$ cat src/rtl/core/rsm_pkg.sv
// ----------------------------------------------------------------------------
// rsm_pkg: shared types and constants for the range second minimum block
// Holds the request and result payload types, the mode and status codes, and
// the queue entry passed from the front part to the back part.
// ----------------------------------------------------------------------------
package rsm_pkg;

    localparam int DEPTH_DEF  = 1024;
    localparam int LEVELS_DEF = 11;
    localparam int POS_W      = 11;
    localparam int VAL_W      = 32;

    typedef enum logic [1:0] {
        MODE_APPEND = 2'd0,
        MODE_QUERY  = 2'd1,
        MODE_CLEAR  = 2'd2,
        MODE_NONE   = 2'd3
    } mode_t;

    typedef enum logic [1:0] {
        ST_DONE  = 2'd0,
        ST_FULL  = 2'd1,
        ST_RANGE = 2'd2,
        ST_RSVD  = 2'd3
    } status_t;

    typedef struct packed {
        logic [1:0]        mode;
        logic signed [31:0] new_value;
        logic [10:0]       first_pos;
        logic [10:0]       last_pos;
    } req_t;

    typedef struct packed {
        logic signed [31:0] second_min;
        logic [1:0]        status;
    } rsp_t;

    // classified command from the front part
    typedef enum logic [1:0] {
        CMD_APPEND = 2'd0,
        CMD_QUERY  = 2'd1,
        CMD_CLEAR  = 2'd2,
        CMD_REPLY  = 2'd3
    } cmd_t;

    typedef struct packed {
        cmd_t              cmd;
        logic [1:0]        status;
        logic signed [31:0] value;
        logic [16:0]       lo;
        logic [16:0]       hi;
    } job_t;

    function automatic logic [4:0] flog2(input logic [16:0] n);
        logic [4:0] k;
        k = 5'd0;
        for (int i = 1; i < 17; i++) begin
            if (n[i])
            begin
                k = 5'(i);
            end
        end
        return k;
    endfunction

endpackage

$ cat src/rtl/core/rsm_queue.sv
// ----------------------------------------------------------------------------
// rsm_queue: short job queue
// Two-entry queue between the front and the back part.
// ----------------------------------------------------------------------------
module rsm_queue (
    input  logic          clk,
    input  logic          rst_n,
    input  logic          push,
    input  rsm_pkg::job_t push_data,
    output logic          full,
    input  logic          pop,
    output logic          not_empty,
    output rsm_pkg::job_t head
);
    rsm_pkg::job_t ent_reg [2];
    logic          wp_reg, rp_reg;
    logic [1:0]    cnt_reg;

    assign full      = (cnt_reg == 2'd2);
    assign not_empty = (cnt_reg != 2'd0);
    assign head      = ent_reg[rp_reg];

    always_ff @(posedge clk)
    begin
        if (push && !full)
        begin
            ent_reg[wp_reg] <= push_data;
        end
    end

    always_ff @(posedge clk or negedge rst_n)
    begin
        if (!rst_n)
        begin
            wp_reg  <= 1'b0;
            rp_reg  <= 1'b0;
            cnt_reg <= 2'd0;
        end
        else
        begin
            if (push && !full)
            begin
                wp_reg <= ~wp_reg;
            end
            if (pop && not_empty)
            begin
                rp_reg <= ~rp_reg;
            end
            cnt_reg <= cnt_reg + 2'(push && !full) - 2'(pop && not_empty);
        end
    end
endmodule

$ cat config.mk
export PLATFORM = sky130hd
export DESIGN_NAME = rsm_queue
export DESIGN_NICKNAME = d
export VERILOG_FILES = /design/src/rtl/core/rsm_pkg.sv /design/src/rtl/core/rsm_queue.sv
export SDC_FILE = /design/constraint.sdc
export NUM_CORES = 1
export LEC_CHECK = 0
export ABC_CLOCK_PERIOD_IN_PS = 5200
export BUFFER_PORTS_ARGS = -buffer_cell sky130_fd_sc_hd__buf_2
export CORE_UTILIZATION = 23
export CTS_CLUSTER_SIZE = 12
export DETAILED_ROUTE_END_ITERATION = 16
export HOLD_SLACK_MARGIN = 0.03
export MAX_ROUTING_LAYER = met4
export SLEW_MARGIN = 20
export SYNTH_ARGS = -nofsm -noshare
export SYNTH_HDL_FRONTEND = slang
export SYNTH_SLANG_ARGS = --single-unit
$ cat constraint.sdc
create_clock -name clk -period 5.2 [get_ports clk]
set_input_delay 1.04 -clock clk [delete_from_list [all_inputs] [get_ports clk]]
set_output_delay 1.04 -clock clk [all_outputs]
set_load 0.02 [all_outputs]
==> run_results.csv <==
group,metric,value,unit
status,status,"complete, no violations",
worst_setup_path,required,4.16,ns
detailed_routing,via_per_inst,3.68,
logic_synthesis,synthXorXnorAreaFrac,0.625,%
timing,tns,0,ns
global_routing,use_met1,9.03,%
die,dieArea,25000,um^2
timing,period_share,64.5,%
global_routing,gr-usage-met2,14.4,%
timing,rsz0062_at_grt,"no",
layout,drive_gt1_share,61.9,%
logic_synthesis,synth.avg_cell_area,23.8,um^2
logic_synthesis,synth_fa_ha_area_share,0.446,%
worst_setup_path,cp-end-kind,"output port",
detailed_routing,vias,2675,
clocking,insertion_delay,0.40,ns
logic_synthesis,ys_types,16,
detailed_routing,routed_wl,10100,um
clocking,cts-htree-levels,4,
logic_synthesis,syn_nets,312,
worst_setup_path,critPathLaunchType,"flip-flop",
clocking,post_cts_buffers,0,
clocking,clock_tree.buffer_depth,2,
clocking,cts.repair.resized,0,
logic_synthesis,synth_top_family_by_area,"multiplexers",
placement,dp_hpwl,6770,um
placement,pre_cts_ws,2.24,ns
worst_setup_path,arrival,2.31,ns
hold_path,hold_path.class,"in2async",
logic_synthesis,ys_seq_area_share,76.8,%
worst_setup_path,critPathKind,"reg2out",
timing,setup_viol,0,
logic_synthesis,synth-edff-count,140,
layout,nets,471,
global_routing,met3_usage,4.05,%
die,fp.dieH,158,um
power_and_ir_drop,peakVddDrop,0.240,mV
logic_synthesis,synthArstFlopShare,2.78,%
timing,clock_skew,0.00926,ns
timing,layout_setup_ws,1.85,ns
layout,num-fill-cells,2378,
timing,drv_slew,0,
global_routing,grt_overflow,0,
clocking,clock_sinks,144,
detailed_routing,wl_per_cell,13.9,um
layout,area_growth,29.5,%
logic_synthesis,synth_warnings,0,
logic_synthesis,yosysTopAreaCell,"edfxtp_1",
global_routing,grt_max_degree,71,
clocking,cts-root-buf,"clkbuf_16",
die,core,23700,um^2
detailed_routing,ant_nets,0,
power_and_ir_drop,p_per_area,613,nW/um^2
detailed_routing,drtPass1Iterations,4,
clocking,cts_buffers,17,
placement,portBuffers,145,
power_and_ir_drop,leakage,2.87,nW
global_routing,grt_pass1_vias,2969,
timing,period_needed,3.35,ns
clocking,ctsHoldBuffers,0,
logic_synthesis,synth.most_common_cell,"edfxtp_1",
global_routing,gr-max-usage-layer,"met2",
global_routing,antenna_found_initial,0,
layout,antenna_cells,0,
timing,tightestPinTransition,1.01,ns
logic_synthesis,yosys-top-cells-area,"edfxtp_1, mux2_4, buf_12, dfrtp_1, xnor2_1",
layout,largest_reg_flops,140,
logic_synthesis,synth_compound_area_share,0,%
logic_synthesis,synth_area,5610,um^2
detailed_routing,drc,0,
logic_synthesis,synth-main-ff-cell,"edfxtp_1",
clocking,cts.clk_slew.worst_paths,0.06,ns
global_routing,grt_pass1_wl,15300,um
timing,max_slew_margin,33.0,%
detailed_routing,first_iter_violations,134,
logic_synthesis,synthSimpleGateAreaFrac,0.625,%
logic_synthesis,synth_cells,236,
logic_synthesis,synth_seq_cells,144,
die,num_io_pins,146,
worst_setup_path,critPathMaxFanout,38,
placement,gp_congestion,0.608,
die,die_w,158,um
die,rows,56,
global_routing,track_usage,8.67,%
logic_synthesis,synth_top_cells_by_count,"edfxtp_1, mux2_4, buf_12",
die,start_util,23.7,%
clocking,cts_tree,"built",
logic_synthesis,synth_top_area_share,75.0,%
run,drv_cap,0,
timing,max_freq,298,MHz
timing,hold_violations,0,
logic_synthesis,synthMuxAreaShare,18.7,%
==> path summary, 6_finish.rpt <==
kind	to	depth (start not counted)	start	slack, ns
setup / recovery	head[29]	3	rp_reg$_DFFE_PN0P_	1.85
hold / removal	cnt_reg[0]$_DFF_PN0_	1	rst_n	0.43
setup reg to reg	ent_reg[0][60]$_DFFE_PP_	4	cnt_reg[1]$_DFF_PN0_	3.25
hold reg to reg	cnt_reg[0]$_DFF_PN0_	1	cnt_reg[0]$_DFF_PN0_	0.52
max in group asynchronous	rp_reg$_DFFE_PN0P_	1	rst_n	4.63
min in group clk	cnt_reg[0]$_DFF_PN0_	1	cnt_reg[0]$_DFF_PN0_	0.52
==> layer usage <==
metal | wire, um | up-vias
li1 | - | 1248
met3 | 713 | 6
met4 | 89 | 0
met2 | 5140 | 95
met5 | 0 | -
met1 | 4150 | 1326
==> kinds of logic after synthesis <==
kind of cell | count (synthesis)
muxes | 70
DFF | 144
buffers and inverters | 10
xor gates and xnor gates | 4
and+or+nand+nor | 6
adders and majority gates | 2
==> critical path: stages (launching register included) <==
cell     delay (ns)
dfrtp_4        0.90
buf_4          0.46
mux2_4         0.33
buf_2          0.16
==> power breakdown <==
part           internal (mW)  leakage (nW)  switching [mW]
Clock                  0.852         0.311           0.463
Combinational          0.639          1.21           0.744
Sequential              1.60          1.35           0.153
Total                   3.09          2.87            1.36
==> per-stage QoR <==
| stage | util, % | hold slack (ns) | power, mW | cells | area [um^2] |
|---|---|---|---|---|---|
| global route | 30.6 | 0.402 | 4.66 | 726 | 7260 |
| CTS | 30.6 | 0.401 | 4.53 | 726 | 7260 |
| detailed placement | 27.9 | 0.516 | 3.19 | 695 | 6620 |
| finish | 30.6 | 0.427 | 4.45 | 726 | 7260 |
| floorplan | - | 0.461 | 2.89 | 236 | 5610 |
| global placement | 27.9 | 0.496 | 3.16 | 695 | 6620 |
==> placed cells by master (no fill, tap or decap), types with 2 or more instances in the layout <==
cell type,Yosys,routed
buf_2,0,145
edfxtp_1,140,140
mux2_4,69,69
clkbuf_16,0,17
bufinv_16,0,5
xnor2_1,3,3
clkinv_4,0,3
dfrtp_1,4,3
buf_4,0,3
inv_1,2,2
ha_1,2,2
clkinv_2,0,2
inv_6,0,2
==> layout make-up <==
type | instances | area, um^2 | area share (%)
multi-input combinational | 82 | 1150 | 15.9
tap | 319 | 399 | 5.50
sequential | 144 | 4310 | 59.4
clock inverter | 13 | 211 | 2.91
inverter | 2 | 7.51 | 0.103
timing repair buffer | 148 | 748 | 10.3
clock buffer | 18 | 429 | 5.91
No activity file was read; power rests on OpenSTA's default activity.
