## src/rtl/core/rsm_pkg.sv

```systemverilog
// ----------------------------------------------------------------------------
// rsm_pkg: shared types and constants for the range second minimum block
// Holds the request and result payload types, the mode and status codes, and
// the queue entry passed from the front part to the back part.
// ----------------------------------------------------------------------------
package rsm_pkg;

    localparam int DEPTH_DEF  = 1024;
    localparam int LEVELS_DEF = 11;
    localparam int POS_W      = 11;
    localparam int VAL_W      = 32;

    typedef enum logic [1:0] {
        MODE_APPEND = 2'd0,
        MODE_QUERY  = 2'd1,
        MODE_CLEAR  = 2'd2,
        MODE_NONE   = 2'd3
    } mode_t;

    typedef enum logic [1:0] {
        ST_DONE  = 2'd0,
        ST_FULL  = 2'd1,
        ST_RANGE = 2'd2,
        ST_RSVD  = 2'd3
    } status_t;

    typedef struct packed {
        logic [1:0]        mode;
        logic signed [31:0] new_value;
        logic [10:0]       first_pos;
        logic [10:0]       last_pos;
    } req_t;

    typedef struct packed {
        logic signed [31:0] second_min;
        logic [1:0]        status;
    } rsp_t;

    // classified command from the front part
    typedef enum logic [1:0] {
        CMD_APPEND = 2'd0,
        CMD_QUERY  = 2'd1,
        CMD_CLEAR  = 2'd2,
        CMD_REPLY  = 2'd3
    } cmd_t;

    typedef struct packed {
        cmd_t              cmd;
        logic [1:0]        status;
        logic signed [31:0] value;
        logic [16:0]       lo;
        logic [16:0]       hi;
    } job_t;

    function automatic logic [4:0] flog2(input logic [16:0] n);
        logic [4:0] k;
        k = 5'd0;
        for (int i = 1; i < 17; i++) begin
            if (n[i])
            begin
                k = 5'(i);
            end
        end
        return k;
    endfunction

endpackage

```

## src/rtl/core/rsm_front.sv

```systemverilog
// ----------------------------------------------------------------------------
// rsm_front: request intake and classification
// Tracks the element count, validates requests and pushes jobs to a queue.
// ----------------------------------------------------------------------------
module rsm_front #(
    parameter int DEPTH  = rsm_pkg::DEPTH_DEF,
    parameter int LEVELS = rsm_pkg::LEVELS_DEF
) (
    input  logic          clk,
    input  logic          rst_n,
    input  logic          in_valid,
    output logic          in_stall,
    input  rsm_pkg::req_t in_data,
    output logic          job_valid,
    input  logic          job_full,
    output rsm_pkg::job_t job
);
    localparam int CW = $clog2(DEPTH + 1);

    logic [CW-1:0] count_reg, count_next;
    logic [16:0]   fp, lp, cnt, len;
    logic          bad;

    assign in_stall  = job_full;
    assign job_valid = in_valid;
    assign fp  = 17'(in_data.first_pos);
    assign lp  = 17'(in_data.last_pos);
    assign cnt = 17'(count_reg);
    assign len = lp - fp + 17'd1;
    assign bad = (fp == 17'd0) || (lp > cnt) || (fp >= lp)
                 || (32'(rsm_pkg::flog2(len)) >= 32'(LEVELS));

    always_comb
    begin
        job.value  = in_data.new_value;
        job.lo     = fp - 17'd1;
        job.hi     = lp;
        job.status = rsm_pkg::ST_DONE;
        job.cmd    = rsm_pkg::CMD_REPLY;
        count_next = count_reg;
        case (in_data.mode)
            rsm_pkg::MODE_APPEND:
            begin
                if (cnt >= 17'(DEPTH))
                begin
                    job.status = rsm_pkg::ST_FULL;
                end
                else
                begin
                    job.cmd    = rsm_pkg::CMD_APPEND;
                    job.lo     = cnt;
                    count_next = count_reg + CW'(1);
                end
            end
            rsm_pkg::MODE_QUERY:
            begin
                if (bad)
                begin
                    job.status = rsm_pkg::ST_RANGE;
                end
                else
                begin
                    job.cmd = rsm_pkg::CMD_QUERY;
                end
            end
            rsm_pkg::MODE_CLEAR:
            begin
                count_next = '0;
            end
            default:
            begin
                job.cmd = rsm_pkg::CMD_REPLY;
            end
        endcase
    end

    always_ff @(posedge clk or negedge rst_n)
    begin
        if (!rst_n)
        begin
            count_reg <= '0;
        end
        else if (in_valid && !job_full)
        begin
            count_reg <= count_next;
        end
    end
endmodule

```

## config.mk

```make
export PLATFORM = sky130hd
export DESIGN_NAME = rsm_front
export DESIGN_NICKNAME = d
export VERILOG_FILES = /design/src/rtl/core/rsm_pkg.sv /design/src/rtl/core/rsm_front.sv
export SDC_FILE = /design/constraint.sdc
export NUM_CORES = 1
export LEC_CHECK = 0
export BUFFER_PORTS_ARGS = -buffer_cell sky130_fd_sc_hd__buf_2
export CAP_MARGIN = 25
export CELL_PAD_IN_SITES_DETAIL_PLACEMENT = 2
export CELL_PAD_IN_SITES_GLOBAL_PLACEMENT = 2
export CORE_AREA = 3 3 99 101
export CTS_CLUSTER_DIAMETER = 40
export CTS_CLUSTER_SIZE = 25
export DETAILED_ROUTE_END_ITERATION = 8
export DIE_AREA = 0 0 102 104
export PLACE_DENSITY = 0.93
export REMOVE_ABC_BUFFERS = 1
export SLEW_MARGIN = 20
export SYNTH_ARGS = -nofsm -noshare
export SYNTH_HDL_FRONTEND = slang
export SYNTH_SLANG_ARGS = --single-unit
export TNS_END_PERCENT = 1
```

## constraint.sdc

```tcl
create_clock -name clk -period 3.45 [get_ports clk]
set_input_delay 0 -clock clk [delete_from_list [all_inputs] [get_ports clk]]
set_output_delay 0 -clock clk [all_outputs]
set_load 0.02 [all_outputs]
```

==> metrics.md, run 1 <==
| Metric | Value |
|---|---|
| Final period utilization | `73.1%` |
| Slew Limit Fails | `0` |
| Layout area overhead | `5.56%` |
| Antenna fix cells | `0` |
| Hold depth | `0` |
| Worst Max-Slew Pin Slew | `between 0.6 and 0.7 ns` |
| FF-to-FF Start | `count_reg[10]$_DFFE_PN0P_` |
| Sw Ratio | `between 40% and 50%` |
| Synth cell types | `33` |
| Via density | `4.89` |
| Pwr Density | `280 mW/mm2` |
| Antenna violations before repair | `0` |
| Worst Path Buf+Inv | `2` |
| Max_cap viols | `0` |
| Final Critical Period | `2.52 ns` |
| Netlist Area Pre-Place | `0.00205 mm2` |
| Share of layout cells above drive strength 1 | `25.5%` |
| Clock Skews | `around 0.0014 ns` |
| Final net count | `~380` |
| Comb power frac | `51.3%` |
| Critical hold path startpoint | `in_data[25]` |
| Num CTS Buffers | `3` |
| WP depth | `10` |
| Top Family by Delay on Critical Path | `compound AO/OA/AOI/OAI gates` |
| TritonRoute pass-1 iters | `4` |
| Reg clk slew, reported paths | `roughly 0.050 ns` |
| Final Power | `between 600 and 700 uW` |
| Final Hold Fails | `0` |
| Site Rows | `35` |
| Status | `complete, no violations` |
| Io pins | `132` |
| Number of synthesized flops with an enable pin | `0` |
| Worst R2R End | `count_reg[7]$_DFFE_PN0P_` |
| TritonCTS clock tree | `yes` |
| Grt total ovfl | `0` |
| Yosys warns | `0` |
| Syn Inst Count | `between 200 and 300` |
| Vias in the first global route | `~2100` |
| Deepest clock path buffer count | `2` |
| Hold Path Sink | `job[37]` |
| Area share of the largest cell type after synthesis | `roughly 21%` |
| CP required | `around 3.5 ns` |
| GP Congestion | `0.866` |
| Crit path cell chain | `inv_1, ha_1, a21o_1, a21oi_1, nor2b_1, o31ai_1, a21oi_1, a211oi_1, a41oi_2, buf_2` |
| Post-CTS Setup Bufs | `0` |
| First-pass GRT wire length | `roughly 12000 um` |
| Pin count of the biggest net entering global routing | `17` |
| CP max stage delay | `0.40 ns` |
| HPWL Detailed | `~6600 um` |
| Synth Area per Inst | `7.36 um2` |
| DRC Markers | `0` |
| Vias | `about 2000` |
| Crit path max fanout | `4` |
| Die area | `0.0106 mm2` |
| F_max | `0.397 GHz` |
| Ys async rst share | `100%` |
| Final setup fails | `0` |
| Worst EP arrival | `2.52 ns` |
| Largest cells by area after synthesis | `buf_4 (21%), ha_1 (15%), dfrtp_1 (13%), xnor2_1 (6.4%), inv_1 (5.1%)` |
| Sequential share of power | `26.7%` |
| Input/output buffers | `approximately 60` |
| Most used cell, CP | `a21oi_1` |
| Primary FF master, synth | `dfrtp_1` |
| Crit end category | `output port` |
| CTS root buf | `clkbuf_8` |
| Clock sinks | `11` |
| Area leader, netlist | `buf_4` |
| Die height | `104 um` |
| Power Internal | `between 300 and 400 uW` |
| Starting density of the core | `around 22%` |
| Clk_lat worst skew | `0.24 ns` |
| RSZ-0062 raised after global routing | `false` |
| Hold WC Path Type | `input port to output port` |
| Yosys reg bits | `11` |
| Finished Core Util | `between 20% and 30%` |
| Crit start category | `flop` |
| Path type of the worst setup path | `flop to output port` |
| 1st-iter DRT viols | `65` |
| Post-route ant nets | `0` |
| Worst reg2reg path depth | `5` |
| Die X | `102 um` |
| Max FFs per register | `11` |
| Switching power | `~270 uW` |
| Total wire length | `7600 um` |
| Worst reg-to-reg setup slack | `1.54 ns` |
| Avg WL per Cell | `around 19 um` |
| Power share of the clock group | `between 20% and 30%` |
| Critical path's slowest cell | `dfrtp_1` |
| Cts repair resizes | `0` |
| Leakage | `roughly 0.0010 uW` |
| Slew headroom | `between 50 and 60%` |
| GRT Total Usage | `between 10 and 15%` |
| H-tree levels | `1` |
| Seq/Total Area, Yosys | `approximately 13%` |
| Post-cts hold buffer count | `1` |
| Core ar. | `just over 0.009 mm2` |
| VDD IR max | `between 0.08 and 0.09 mV` |
[cells by family (layout without fill, tap and decap cells)]
kind of cell / after synthesis / in the layout / synth area share (%)
and+or+nand+nor: 78 / 78 / 18.5
buffers and inverters: 88 / 99 / 26.4
AOI/OAI and AO/OA: 54 / 54 / 16.6
xor gates and xnor gates: 20 / 20 / 8.56
DFF: 11 / 11 / 13.4
adders and majority gates: 26 / 26 / 16.3
other: 1 / 6 / 0.183
[layout make-up]
| type | instances | area [um2] |
|---|---|---|
| inverter | 31 | 116 |
| clock buffer | 4 | 45.0 |
| sequential | 11 | 275 |
| tap | 111 | 139 |
| multi-input combinational | 184 | 1250 |
| timing repair buffer | 64 | 330 |
| fill | 1109 | 6950 |
[stage by stage]
step / worst slack [ns] / hold slack [ns] / setup TNS [ns] / area, um2 / instances
final: 0.928 / 0.000258 / 0 / 2160 / 405
after detailed placement: 1.08 / -0.110 / 0 / 2100 / 400
after global placement: 1.18 / -0.116 / 0 / 2100 / 400
after global routing: 0.632 / 0.000158 / 0 / 2160 / 405
after CTS: 0.877 / 0.000380 / 0 / 2160 / 405
after floorplan: -0.712 / -0.296 / -4.27 / 1640 / 226
[layer usage]
metal | track usage (%) | routed length (um) | vias to the layer above | part of all wire, %
li1 | - | - | 919 | -
met1 | 19.5 | 3430 | 955 | 45
met2 | 21.2 | 3280 | 100 | 43
met3 | 6.10 | 862 | 5 | 11
met4 | 1.59 | 25 | 0 | 0.33
met5 | 4.10 | 0 | - | 0
[worst reg2reg max path: stages, from the launching register on]
cell and delay [ns]:
dfrtp_1 0.40, a211oi_2 0.46, nand4_1 0.35, nor3b_1 0.34, xnor2_1 0.17, nor2_1 0.06
[power groups by stage]
stage / Clock [uW] / Sequential [uW] / Combinational [uW]
global route: 142 / 164 / 351
finish: 133 / 162 / 310
floorplan: 0 / 157 / 186
detailed placement: 0 / 164 / 311
CTS: 137 / 161 / 314
global placement: 0 / 161 / 289
[synthesized netlist by cell type (all sizes together), types with 2 or more instances]
cell	instances
xor2	5
inv	31
nand2b	2
nand4	9
nand3	8
nor3b	2
ha	25
dfrtp	11
a21o	3
or3	5
a21oi	19
nor2b	3
nor2	19
and3	2
o21ai	21
buf	56
nor4	2
xnor2	15
a211oi	5
nor3	9
a41oi	2
nand2	17
[how the worst max path moves through the flow]
stage	from	to	slack (ns)
floorplan	in_data[14]	job[28]	-0.71
global placement	in_data[0]	job[69]	1.18
detailed placement	in_data[0]	job[69]	1.08
CTS	count_reg[4]$_DFFE_PN0P_	job[69]	0.88
global route	count_reg[4]$_DFFE_PN0P_	job[69]	0.63
finish	count_reg[4]$_DFFE_PN0P_	job[69]	0.93
[cell usage in the layout (no fill, tap or decap), types with 2 or more instances in the layout]
master	synthesis	layout
inv_1	28	28
nor2b_1	3	3
nand2b_1	2	2
and3_1	2	2
nand3_1	8	8
buf_4	56	2
a211oi_1	2	2
or3_1	5	5
nand4_1	9	9
conb_1	1	6
clkbuf_8	0	3
inv_2	3	3
a211oi_2	3	3
nor3b_1	2	2
nor4_1	2	2
a21oi_1	19	19
ha_1	25	25
buf_2	0	61
a21o_1	3	3
nor3_1	9	8
xor2_1	5	5
nor2_1	19	19
o21ai_1	2	2
nand2_1	17	17
o21ai_0	19	19
dfrtp_1	11	11
xnor2_1	15	15
No activity file was read; power rests on OpenSTA's default activity.
==> run 2: changes to the inputs <==
--- a/config.mk
+++ b/config.mk
@@ -9,12 +9,12 @@
 export CAP_MARGIN = 25
 export CELL_PAD_IN_SITES_DETAIL_PLACEMENT = 2
 export CELL_PAD_IN_SITES_GLOBAL_PLACEMENT = 2
-export CORE_AREA = 3 3 99 101
+export CORE_AREA = 3 3 101 103
 export CTS_CLUSTER_DIAMETER = 40
 export CTS_CLUSTER_SIZE = 25
 export DETAILED_ROUTE_END_ITERATION = 8
-export DIE_AREA = 0 0 102 104
-export PLACE_DENSITY = 0.93
+export DIE_AREA = 0 0 104 106
+export PLACE_DENSITY = 0.9
 export REMOVE_ABC_BUFFERS = 1
 export SLEW_MARGIN = 20
 export SYNTH_ARGS = -nofsm -noshare
==> constraint.sdc (replaced) <==
create_clock -name clk -period 2.5 [get_ports clk]
set_input_delay 0 -clock clk [delete_from_list [all_inputs] [get_ports clk]]
set_output_delay 0 -clock clk [all_outputs]
set_load 0.02 [all_outputs]
==> metrics.md, run 2 (synthesized netlist as in run 1, its figures left out) <==
| Metric | Value |
|---|---|
| Status | `complete, no violations` |
| Clock Skews | `0.00353 ns (+0.00210 ns)` |
| Commonest non-fill, non-tap cell in the layout | `buf_2` |
| Hold WC Path Type | `input port to output port` |
| Reg clk slew, reported paths | `0.05 ns (about the same)` |
| Clock sinks | `11 (unchanged)` |
| Max FFs per register | `11 (unchanged)` |
| WL met2 | `3320 um (+1.3%)` |
| FILL cells | `1155 (+4.1%)` |
| Avg WL per Cell | `18.4 um (-2.2%)` |
| Final setup fails | `0 (unchanged)` |
| GP Congestion | `0.876 (+1.1%)` |
| Worst EP arrival | `2.40 ns (-0.12 ns)` |
| Deepest clock path buffer count | `2 (unchanged)` |
| WL met3 | `898 um (+4.2%)` |
| WHS | `0.000258 ns (-0.000000204 ns)` |
| Final Instance Area | `0.00223 mm2 (+3.4%)` |
| Slew headroom | `54.4% (-0.56 points)` |
| F_max | `between 0.4 and 0.5 GHz` |
| Via density | `4.69 (-4.1%)` |
| Layout Cells excl Fill | `427 (+5.4%)` |
| GRT Total Usage | `14.2% (-0.074 points)` |
| Final net count | `385 (+1.0%)` |
| Post-route ant nets | `0 (unchanged)` |
| Starting density of the core | `22.0% (-0.42 points)` |
| Vias in the first global route | `2261 (+6.2%)` |
| Grt total ovfl | `0 (unchanged)` |
| TritonRoute pass-1 iters | `4 (unchanged)` |
| CTS root buf | `clkbuf_8` |
| Total wire length | `7840 um (+3.1%)` |
| 1st-iter DRT viols | `56 (-14%)` |
| Share of layout cells above drive strength 1 | `27.2% (+1.7 points)` |
| Io pins | `132 (unchanged)` |
| VDD IR max | `0.132 mV (+53%)` |
| Final Critical Period | `2.40 ns` |
| Vias | `2001 (+1.1%)` |
| First-pass GRT wire length | `12600 um (+6.4%)` |
| Pin count of the biggest net entering global routing | `17 (unchanged)` |
| Clk_lat worst skew | `0.24 ns (about the same)` |
| CP required | `2.50 ns (-0.95 ns)` |
| Site Rows | `35 (unchanged)` |
| Post-DP Area | `0.00215 mm2 (+2.5%)` |
| Die height | `106 um (+1.9%)` |
| Max_cap viols | `0 (unchanged)` |
| M1 wire length | `3620 um (+5.3%)` |
| Finished Core Util | `24.1% (+0.35 points)` |
| Die area | `0.0110 mm2 (+3.9%)` |
| Layout area overhead | `9.17%` |
| Antenna fix cells | `0 (unchanged)` |
| Final Hold Fails | `0 (unchanged)` |
| Worst Max-Slew Pin Slew | `0.678 ns (+0.00583 ns)` |
| Post-CTS Setup Bufs | `0 (unchanged)` |
| Pwr Density | `382 mW/mm2 (+37%)` |
| Commonest non-fill, non-tap cells in the layout | `buf_2 (60), inv_1 (28), ha_1 (25)` |
| Slew Limit Fails | `0 (unchanged)` |
| HPWL Detailed | `6740 um (+2.4%)` |
| Crit start category | `flop` |
| Crit path max fanout | `4 (unchanged)` |
| Num CTS Buffers | `3 (unchanged)` |
| TritonCTS clock tree | `yes` |
| Final period utilization | `roughly 96%` |
| Crit end category | `output port` |
| Cell total after placement | `422 (+5.5%)` |
| Die X | `104 um (+2.0%)` |
| Top Layer Used | `met3` |
| Antenna violations before repair | `0 (unchanged)` |
| Setup TNS | `0 ns (unchanged)` |
| H-tree levels | `1 (unchanged)` |
| Input/output buffers | `61 (unchanged)` |
| Leakage | `0.00104 uW (+2.3%)` |
| DRC Markers | `0 (unchanged)` |
| Path type of the worst setup path | `flop to output port` |
| Core ar. | `0.00928 mm2 (+1.9%)` |
## run 2: cell type report
cell class                      instances  area [um2]  share of cell area [%]
Inverter                               31         116                    5.21
Tap cell                              129         161                    7.22
Timing Repair Buffer                   68         363                    16.2
Clock buffer                            4        45.0                    2.02
Sequential cell                        11         275                    12.3
Multi-Input combinational cell        184        1270                    57.0
## run 2: critical path: stages, from the launching register on
cell and delay [ns]:
dfrtp_1 0.40, inv_1 0.12, ha_1 0.26, a21o_1 0.20
a21oi_2 0.14, nor2b_1 0.06, o31ai_1 0.24, a21oi_1 0.11
a211oi_2 0.27, a41oi_2 0.17, buf_4 0.18
## run 2: timing repair
action | in CTS | in global routing
pin swaps | 0 | 7
gates resized for setup | 1 | 5
hold buffers | 1 | 0
endpoints found under the hold margin | 11 | 0
setup endpoints to repair | 1 | 2
## run 2: path summary, 6_finish.rpt
check | startpoint | to | slack (ns) | depth (start not counted)
min | in_data[26] | job[38] | 0.0003 | 0
min in group asynchronous | rst_n | count_reg[10]$_DFFE_PN0P_ | 0.16 | 2
max reg2reg | count_reg[10]$_DFFE_PN0P_ | count_reg[9]$_DFFE_PN0P_ | 0.61 | 4
min reg2reg | count_reg[5]$_DFFE_PN0P_ | count_reg[5]$_DFFE_PN0P_ | 0.56 | 2
max in group asynchronous | rst_n | count_reg[2]$_DFFE_PN0P_ | 2.13 | 2
max | count_reg[4]$_DFFE_PN0P_ | job[69] | 0.10 | 10
## run 2: power by group
group | internal [uW] | total (uW) | switching [uW]
clock | 112 | 185 | 72.9
sequential | 198 | 217 | 18.8
combinational | 167 | 452 | 285
total | 478 | 855 | 377
## run 2: routing by layer
metal / vias up / track usage, %
met5: - / 3.81
met4: 0 / 1.61
met3: 0 / 6.50
met2: 107 / 21.1
met1: 965 / 19.1
li1: 929 / -
## run 2: stage by stage
stage | setup slack (ns) | power (uW)
floorplan | -1.66 | 474
global placement | 0.218 | 632
detailed placement | 0.0739 | 661
CTS | 0.0695 | 855
global route | -0.0193 | 934
finish | 0.103 | 855
